## config.mk

```make
export PLATFORM = sky130hd
export DESIGN_NAME = stbs_ctrl
export DESIGN_NICKNAME = d
export VERILOG_FILES = /design/src/hdl/stbs_pkg.sv /design/src/hdl/stbs_ctrl.sv
export SDC_FILE = /design/constraint.sdc
export NUM_CORES = 1
export LEC_CHECK = 0
export ABC_CLOCK_PERIOD_IN_PS = 6700
export BUFFER_PORTS_ARGS = -buffer_cell sky130_fd_sc_hd__buf_2
export CORE_MARGIN = 5
export CORE_UTILIZATION = 40
export DETAILED_ROUTE_END_ITERATION = 12
export PLACE_DENSITY = 0.74
export SLEW_MARGIN = 20
export SYNTH_ARGS = -nofsm -noshare
export SYNTH_HDL_FRONTEND = slang
export SYNTH_SLANG_ARGS = --single-unit
```

## constraint.sdc

```tcl
create_clock -name clk -period 6.7 [get_ports clk]
set_clock_uncertainty 0.15 [all_clocks]
set_input_delay 0.335 -clock clk [delete_from_list [all_inputs] [get_ports clk]]
set_output_delay 0.335 -clock clk [all_outputs]
set_load 0.02 [all_outputs]
```

## src/hdl/stbs_pkg.sv

```systemverilog
// Shared types and constants for the sorted table search block.
// No dependencies; imported by the controller and the top level.
`default_nettype none
package stbs_pkg;

  localparam int DATA_W = 32;
  localparam int IDX_W  = 10;
  localparam int LEN_W  = 11;

  localparam logic KIND_WRITE = 1'b0;
  localparam logic KIND_QUERY = 1'b1;

  typedef enum logic [2:0] {
    S_IDLE  = 3'b001,
    S_PROBE = 3'b010,
    S_FINAL = 3'b100
  } state_t;

endpackage
`default_nettype wire

```

## src/hdl/stbs_ctrl.sv

```systemverilog
// Search sequencer: handshakes, length register, probe window and result register.
// Depends on stbs_pkg; drives the ports of stbs_ram.
`default_nettype none
module stbs_ctrl #(
  parameter int TABLE_DEPTH = 1024,
  parameter int AW          = 10,
  parameter int CW          = 11
) (
  input  wire logic                         clk,
  input  wire logic                         rst_n,
  input  wire logic                         in_valid,
  output logic                              in_stall,
  input  wire logic                         in_kind,
  input  wire logic [stbs_pkg::IDX_W-1:0]   in_entry_index,
  input  wire logic [stbs_pkg::DATA_W-1:0]  in_entry_value,
  input  wire logic [stbs_pkg::DATA_W-1:0]  in_search_key,
  output logic                              out_valid,
  input  wire logic                         out_stall,
  output logic                              out_found,
  input  wire logic                         cfg_wr_en,
  input  wire logic [stbs_pkg::LEN_W-1:0]   cfg_wr_data,
  output logic                              mem_wr_en,
  output logic      [AW-1:0]                mem_wr_addr,
  output logic      [stbs_pkg::DATA_W-1:0]  mem_wr_data,
  output logic                              mem_rd_en,
  output logic      [AW-1:0]                mem_rd_addr,
  input  wire logic [stbs_pkg::DATA_W-1:0]  mem_rd_data
);
  import stbs_pkg::*;

  state_t              state_r, state_nxt;
  logic [LEN_W-1:0]    table_length_r;
  logic [DATA_W-1:0]   key_r, key_nxt;
  logic [CW-1:0]       lo_r, lo_nxt, hi1_r, hi1_nxt, mid_r, mid_nxt;
  logic                miss_r, miss_nxt;
  logic                out_valid_r, out_valid_nxt;
  logic                out_found_r, out_found_nxt;

  logic                in_acc, out_free, lt;
  logic [31:0]         len_ext, idx_ext, len_sat;
  logic [CW-1:0]       len_w, lo_n, hi1_n, win_lo, win_hi1, hi1_m1;
  logic [CW:0]         mid_sum;

  assign in_stall  = (state_r != S_IDLE);
  assign in_acc    = in_valid && !in_stall;
  assign out_free  = !out_valid_r || !out_stall;
  assign out_valid = out_valid_r;
  assign out_found = out_found_r;

  assign len_ext = 32'(table_length_r);
  assign len_sat = (len_ext > 32'(TABLE_DEPTH)) ? 32'(TABLE_DEPTH) : len_ext;
  assign len_w   = len_sat[CW-1:0];
  assign idx_ext = 32'(in_entry_index);

  assign lt    = $signed(key_r) < $signed(mem_rd_data);
  assign lo_n  = lt ? lo_r : mid_r + CW'(1);
  assign hi1_n = lt ? mid_r : hi1_r;

  assign win_lo  = (state_r == S_IDLE) ? '0    : lo_n;
  assign win_hi1 = (state_r == S_IDLE) ? len_w : hi1_n;
  assign mid_sum = {1'b0, win_lo} + {1'b0, win_hi1} - (CW+1)'(1);
  assign hi1_m1  = hi1_n - CW'(1);

  assign mem_wr_en   = in_acc && (in_kind == KIND_WRITE) && (idx_ext < 32'(TABLE_DEPTH));
  assign mem_wr_addr = idx_ext[AW-1:0];
  assign mem_wr_data = in_entry_value;

  always_comb begin
    state_nxt     = state_r;
    key_nxt       = key_r;
    lo_nxt        = lo_r;
    hi1_nxt       = hi1_r;
    mid_nxt       = mid_r;
    miss_nxt      = miss_r;
    out_valid_nxt = out_valid_r && out_stall;
    out_found_nxt = out_found_r;
    mem_rd_en     = 1'b0;
    mem_rd_addr   = mid_sum[AW:1];
    unique case (state_r)
      S_IDLE: begin
        if (in_acc && (in_kind == KIND_QUERY)) begin
          key_nxt = in_search_key;
          lo_nxt  = '0;
          hi1_nxt = len_w;
          mid_nxt = mid_sum[CW:1];
          if (len_w == '0) begin
            miss_nxt  = 1'b1;
            state_nxt = S_FINAL;
          end else begin
            miss_nxt  = 1'b0;
            mem_rd_en = 1'b1;
            state_nxt = S_PROBE;
          end
        end
      end
      S_PROBE: begin
        lo_nxt  = lo_n;
        hi1_nxt = hi1_n;
        if (lo_n < hi1_n) begin
          mid_nxt   = mid_sum[CW:1];
          mem_rd_en = 1'b1;
        end else if (hi1_n == '0) begin
          miss_nxt  = 1'b1;
          state_nxt = S_FINAL;
        end else begin
          // window closed: fetch the last entry not above the key
          mem_rd_addr = hi1_m1[AW-1:0];
          mem_rd_en   = 1'b1;
          state_nxt   = S_FINAL;
        end
      end
      S_FINAL: begin
        if (out_free) begin
          out_valid_nxt = 1'b1;
          out_found_nxt = !miss_r && (key_r == mem_rd_data);
          state_nxt     = S_IDLE;
        end
      end
      default: state_nxt = S_IDLE;
    endcase
  end

  always_ff @(posedge clk) begin
    if (!rst_n) begin
      state_r        <= S_IDLE;
      out_valid_r    <= 1'b0;
      table_length_r <= '0;
    end else begin
      state_r     <= state_nxt;
      out_valid_r <= out_valid_nxt;
      if (cfg_wr_en) begin
        table_length_r <= cfg_wr_data;
      end
    end
  end

  always_ff @(posedge clk) begin
    key_r       <= key_nxt;
    lo_r        <= lo_nxt;
    hi1_r       <= hi1_nxt;
    mid_r       <= mid_nxt;
    miss_r      <= miss_nxt;
    out_found_r <= out_found_nxt;
  end

endmodule
`default_nettype wire

```

**Word-level counts from Yosys, hierarchy flattened**

Cells that the tools add are included.

- Div/mod/pow operators: 0
- Add/sub/neg operators: 4
- Multiply operators: 0
- Muxes and demuxes: 32
- Bitwise logic cells: 1
- Order comparisons: 4
- Equal/unequal tests: 10
- Shift-type cells: 0
- Reduce and logical (&&, ||, !) cells: 20

Operators with widths:

| operator | count |
|---|---|
| 2-to-1 mux 11 bit | 9 |
| one-hot mux 11 bit (2 select lines) | 3 |
| equality test 32 bit | 1 |
| less-than comparator 32 bit | 1 |
| 2-to-1 mux 10 bit | 3 |
| zero test 11 bit | 2 |
| adder 11 x 11 -> 12 bit | 1 |
| 2-to-1 mux 3 bit | 4 |
| subtractor 12 x 1 -> 12 bit, second input constant | 1 |
| adder 11 x 1 -> 11 bit, second input constant | 1 |
| > comparator 11 bit, second input constant | 1 |
| less-than comparator 10 x 11 -> 1 bit, second input constant | 1 |
| less-than comparator 11 bit | 1 |
| 2-to-1 mux 1 bit | 10 |
| subtractor 10 x 1 -> 10 bit, second input constant | 1 |
| one-hot mux 3 bit (3 select lines) | 1 |
| != test 2 bit, second input constant | 4 |
| logical AND 1 bit | 6 |
| AND reduction 2 bit | 3 |
| AND reduction 3 bit | 2 |
| zero test 1 bit | 4 |
| one-hot mux 1 bit (2 select lines) | 2 |
| AND reduction 4 bit | 1 |
| equality test 3 x 1 -> 1 bit, second input constant | 1 |
| other kinds (7) | 7 |

- Flip-flop bits (word level): 82
- Memories kept: 0
- Input port bits: 123
- Memory bits (read-only): 0
- Logic and storage cells: 80
- Memory bits (writable): 0
- Latch bits: 0

**Logic depth before layout (Yosys ltp)**

- Depth in word-level cells: 8
- Gate-level depth with buffers: 24

**Worst setup path after synthesis**

No wires, ideal clock.

- Kind: input port to output port
- Start point: input port mem_rd_data[25] in the netlist's numbering
- End point: output port mem_rd_addr[8]
- Path slack: 1.332 ns
- Stages: 24
- Data required time: 6.215 ns
- Arrival: 4.883 ns
- Buffers on the path: 2
- Cell sequence: inv_1 -> ha_1 -> a21o_1 -> a221o_1 -> a2111oi_2 -> o21ai_1 -> o21ai_2 -> buf_2 -> buf_6 -> mux2i_1 -> nand2_1 -> o21ai_0 -> ha_1 -> inv_1 -> ha_1 -> fa_1 -> a21o_1 -> a21oi_1 -> o21bai_1 -> a21oi_1 -> o21bai_1 -> a21oi_1 -> xnor2_1 -> mux2_2

- Cells in the longest elaborated chain, start to end: 8

Ends and longest elaborated chain:

| element | line | RTL |
|---|---|---|
| start: declaration | stbs_ctrl.sv:27 | `input wire logic [stbs_pkg::DATA_W-1:0] mem_rd_data` |
| less-than comparator 32 bit * | stbs_ctrl.sv:55 | `assign lt = $signed(key_r) < $signed(mem_rd_data);` |
| 2-to-1 mux 11 bit (on tied branches) | stbs_ctrl.sv:56, stbs_ctrl.sv:57 |  |
| 2-to-1 mux 11 bit (on tied branches) | stbs_ctrl.sv:59, stbs_ctrl.sv:60 |  |
| adder 11 x 11 -> 12 bit | stbs_ctrl.sv:61 | `assign mid_sum = {1'b0, win_lo} + {1'b0, win_hi1} - (CW+1)'(1);` |
| subtractor 12 x 1 -> 12 bit | stbs_ctrl.sv:61 |  |
| 2-to-1 mux 10 bit | stbs_ctrl.sv:102 | `end else if (hi1_n == '0) begin` |
| 2-to-1 mux 10 bit | stbs_ctrl.sv:99 | `if (lo_n < hi1_n) begin` |
| 2-to-1 mux 10 bit * | stbs_ctrl.sv:79 | `unique case (state_r)` |
| end: declaration | stbs_ctrl.sv:26 | `output logic [AW-1:0] mem_rd_addr,` |

Every way passes the cells marked *; elsewhere a longest branch is shown, timed or not.

**Final worst setup path**

- Start point: register key_r[25]
- End point: output port mem_rd_addr[8]

- Cells in the longest elaborated chain, start to end: 8

Ends and longest elaborated chain:

| element | line | RTL |
|---|---|---|
| start: declaration | stbs_ctrl.sv:33 | `logic [DATA_W-1:0] key_r, key_nxt;` |
| start signal: assignment | stbs_ctrl.sv:138 | `key_r <= key_nxt;` |
| less-than comparator 32 bit * | stbs_ctrl.sv:55 |  |
| 2-to-1 mux 11 bit * | stbs_ctrl.sv:56 | `assign lo_n = lt ? lo_r : mid_r + CW'(1);` |
| net lo_n[2] | stbs_ctrl.sv:41 | `logic [CW-1:0] len_w, lo_n, hi1_n, win_lo, win_hi1, hi1_m1;` |
| 2-to-1 mux 11 bit | stbs_ctrl.sv:59 | `assign win_lo = (state_r == S_IDLE) ? '0 : lo_n;` |
| adder 11 x 11 -> 12 bit | stbs_ctrl.sv:61 |  |
| subtractor 12 x 1 -> 12 bit | stbs_ctrl.sv:61 |  |
| 2-to-1 mux 10 bit | stbs_ctrl.sv:102 |  |
| 2-to-1 mux 10 bit | stbs_ctrl.sv:99 |  |
| 2-to-1 mux 10 bit * | stbs_ctrl.sv:79 |  |

Mark *: on every way through the listed nets, which the timed path passes. The rest lies on a longest branch.

==> load_flow_metrics.sql <==
INSERT INTO impl_metrics (metric_group, metric, value, unit) VALUES
('sta', 'maxSlewViolCount', '0', ''),
('grt', 'grt_util_all_layers', '0.144', ''),
('floorplanning', 'floorplan.core_area', '0.0145', 'mm2'),
('run_status', 'run_status', 'finished clean', ''),
('synthesis', 'synth_xor_area_frac', '0.0373', ''),
('grt', 'wire_length_of_the_first_global_routing_pass', '20.3', 'mm'),
('routing', 'avgRoutedWirePerCell', '14.9', 'um'),
('sta', 'layout_setup_ws', '0.574', 'ns'),
('clocking', 'cts_tree', 'done', ''),
('layout', 'layout.cells.most_common_list', 'buf_2 (95), edfxtp_1 (67), inv_1 (64), nand2_1 (64), ha_1 (64)', ''),
('place', 'place_ws', '0.851', 'ns'),
('sta', 'layout_worst_path_cycle_share', '0.914', ''),
('clocking', 'buffer_type_at_the_clock_tree_root', 'clkbuf_16', ''),
('sta', 'max_freq', '163', 'MHz'),
('layout', 'fin_nets', '843', ''),
('floorplanning', 'design.die.area', '0.0172', 'mm2'),
('worst_setup_path', 'timing_worst_setup_path_type', 'reg -> out', ''),
('worst_setup_path', 'startpoint_type', 'flip-flop', ''),
('synthesis', 'postSynthCellCount', '604', ''),
('sta', 'rsz0062_at_grt', 'false', ''),
('worst_hold_path', 'worst_hold_path_type', 'in -> reg', ''),
('synthesis', 'synthFlopType', 'edfxtp_1', ''),
('synthesis', 'synth.net_count', '792', ''),
('place', 'dp.final_hpwl', '9.99', 'mm'),
('clocking', 'cts_hold_repair_buffers', '0', ''),
('floorplanning', 'top_level_port_count', '180', ''),
('worst_setup_path', 'worst_reg_to_reg_cells', '16', ''),
('routing', 'finalWirelength', '12.6', 'mm'),
('routing', 'initialDrtViolationCount', '180', ''),
('clocking', 'clk_latency', '0.34', 'ns'),
('routing', 'met2RoutedLength', '5.93', 'mm'),
('floorplanning', 'start_util', '0.406', ''),
('clocking', 'cts_buffers', '9', ''),
('synthesis', 'async_sr_flop_fraction', '0', ''),
('routing', 'vias', '4262', ''),
('routing', 'via_per_inst', '5.04', ''),
('grt', 'globalRouteOverflowTotal', '0', ''),
('layout', 'multiInputGateArea', '0.00293', 'mm2'),
('floorplanning', 'floorplan.rows', '44', ''),
('layout', 'num-fill-cells', '1352', ''),
('floorplanning', 'die_w', '131', 'um'),
('sta', 'final_period_minus_worst_setup_slack', '6.13', 'ns'),
('power', 'total_leakage_power', '2.87', 'nW'),
('place', 'place.gp.congestion', '0.916', ''),
('synthesis', 'yosysTopAreaCellShare', '0.343', ''),
('clocking', 'sinks_on_the_clock_net', '82', ''),
('synthesis', 'netlist-cell-type-count', '52', ''),
('synthesis', 'ys_ff_latch', '82', ''),
('synthesis', 'synth.area.mux_share', '0.0686', ''),
('grt', 'antenna_found_initial', '1', ''),
('grt', 'first_global_vias', '4085', ''),
('routing', 'dr.pass1.iters', '4', ''),
('layout', 'layout-drive-gt1-share', '0.197', ''),
('routing', 'met1_length', '5.75', 'mm'),
('synthesis', 'compound_cell_area_share_of_the_yosys_netlist', '0.102', ''),
('layout', 'ff_latch_area', '0.00231', 'mm2'),
('routing', 'routed_met3_length', '613', 'um'),
('floorplanning', 'fp.dieH', '131', 'um'),
('clocking', 'clock_tree.htree_level_count', '3', ''),
('synthesis', 'synth_top_family_by_area', 'simple AND/OR/NAND/NOR gates', ''),
('sta', 'tns', '0', 'ns'),
('worst_setup_path', 'cp_max_fo', '35', ''),
('sta', 'setup_viol', '0', ''),
('worst_setup_path', 'crit-reg2reg-capture', 'mid_r[9]', ''),
('synthesis', 'fraction_of_the_mapped_netlist_area_in_simple_logic_gates', '0.151', ''),
('sta', 'max-slew-margin-rel', '0.281', ''),
('synthesis', 'synth_adder_area_share', '0.140', ''),
('worst_setup_path', 'critPathArrivalTime', '5.64', 'ns'),
('worst_setup_path', 'worstSetupStartpoint', 'key_r[25]', ''),
('layout', 'mostFrequentLayoutCell', 'buf_2', ''),
('routing', 'top_metal_layer_carrying_routed_signals', 'met4', '');
## worst min path at each step
stage | from | end | cells past startpoint
final | in_search_key[19] | key_r[19] | 1
after global routing | in_search_key[30] | key_r[30] | 1
after global placement | out_valid | out_valid | 2
after floorplan | in_search_key[0] | key_r[0] | 0
after CTS | in_search_key[19] | key_r[19] | 1
after detailed placement | out_valid | out_valid | 2
## routing by layer
layer,up-vias,track usage
met4,0,0.0664
met1,1976,0.189
met2,91,0.235
met5,-,0
met3,20,0.0199
li1,2175,-
## power by group
part / switching, mW / internal, mW
Clock: 0.203 / 0.289
Combinational: 0.412 / 0.289
Sequential: 0.0399 / 0.614
Total: 0.654 / 1.19
## registers in the layout, indices dropped and copies added (netlist names)
signal	count
out_valid	1
mid_r	11
hi1_r	11
key_r	32
miss_r	1
out_found	1
lo_r	11
table_length_r	11
state_r	3
## cells by family (layout without fill, tap and decap cells)
kind of cell | after synthesis | in the layout
DFF | 82 | 82
xor gates and xnor gates | 25 | 25
adders and majority gates | 65 | 65
other | 0 | 1
AOI/OAI and AO/OA | 95 | 95
buffers and inverters | 123 | 179
muxes | 39 | 39
and+or+nand+nor | 175 | 175
## metrics by stage
| step | instances | hold WS (ns) | utilization | area (um2) | total power, mW |
|---|---|---|---|---|---|
| detailed placement | 828 | 0.343 | 0.430 | 6220 | 1.37 |
| global placement | 828 | 0.337 | 0.430 | 6220 | 1.35 |
| CTS | 844 | 0.00484 | 0.450 | 6520 | 1.86 |
| finish | 845 | 0.00962 | 0.450 | 6520 | 1.85 |
| floorplan | 604 | 0.284 | - | 5870 | 1.19 |
| global route | 845 | 0.0110 | 0.450 | 6520 | 1.96 |
## final cells by class
class,count,area share
multi-input combinational,399,0.450
clock inverter,6,0.0102
clock buffer,10,0.0351
inverter,64,0.0369
tap,184,0.0353
sequential,82,0.355
antenna,1,0.000384
timing repair buffer,99,0.0775
## critical path: stages (launching register included)
cell	delay, ns
edfxtp_1	0.36
ha_1	0.30
a21o_1	0.18
a221o_1	0.34
a2111oi_2	0.40
o21ai_1	0.20
o21ai_4	0.28
buf_4	0.43
nand2_1	0.09
o21ai_0	0.15
nand2_1	0.10
ha_1	0.31
inv_1	0.06
fa_1	0.45
a21o_1	0.19
a21oi_1	0.21
o21bai_1	0.09
a21oi_1	0.22
o21bai_1	0.10
a21oi_1	0.24
xnor2_1	0.14
mux2_2	0.28
buf_2	0.16
## cells in the mapped netlist (13+ instances only)
| cell | instances |
|---|---|
| mux2i_1 | 29 |
| buf_4 | 42 |
| nand2_1 | 64 |
| inv_1 | 64 |
| a21oi_1 | 22 |
| nor2_1 | 19 |
| o21ai_0 | 40 |
| clkbuf_1 | 13 |
| ha_1 | 64 |
| edfxtp_1 | 67 |
| nor2b_1 | 25 |
| xnor2_1 | 15 |
| dfxtp_1 | 15 |
Note: power is estimated with default switching activity, not from simulation.
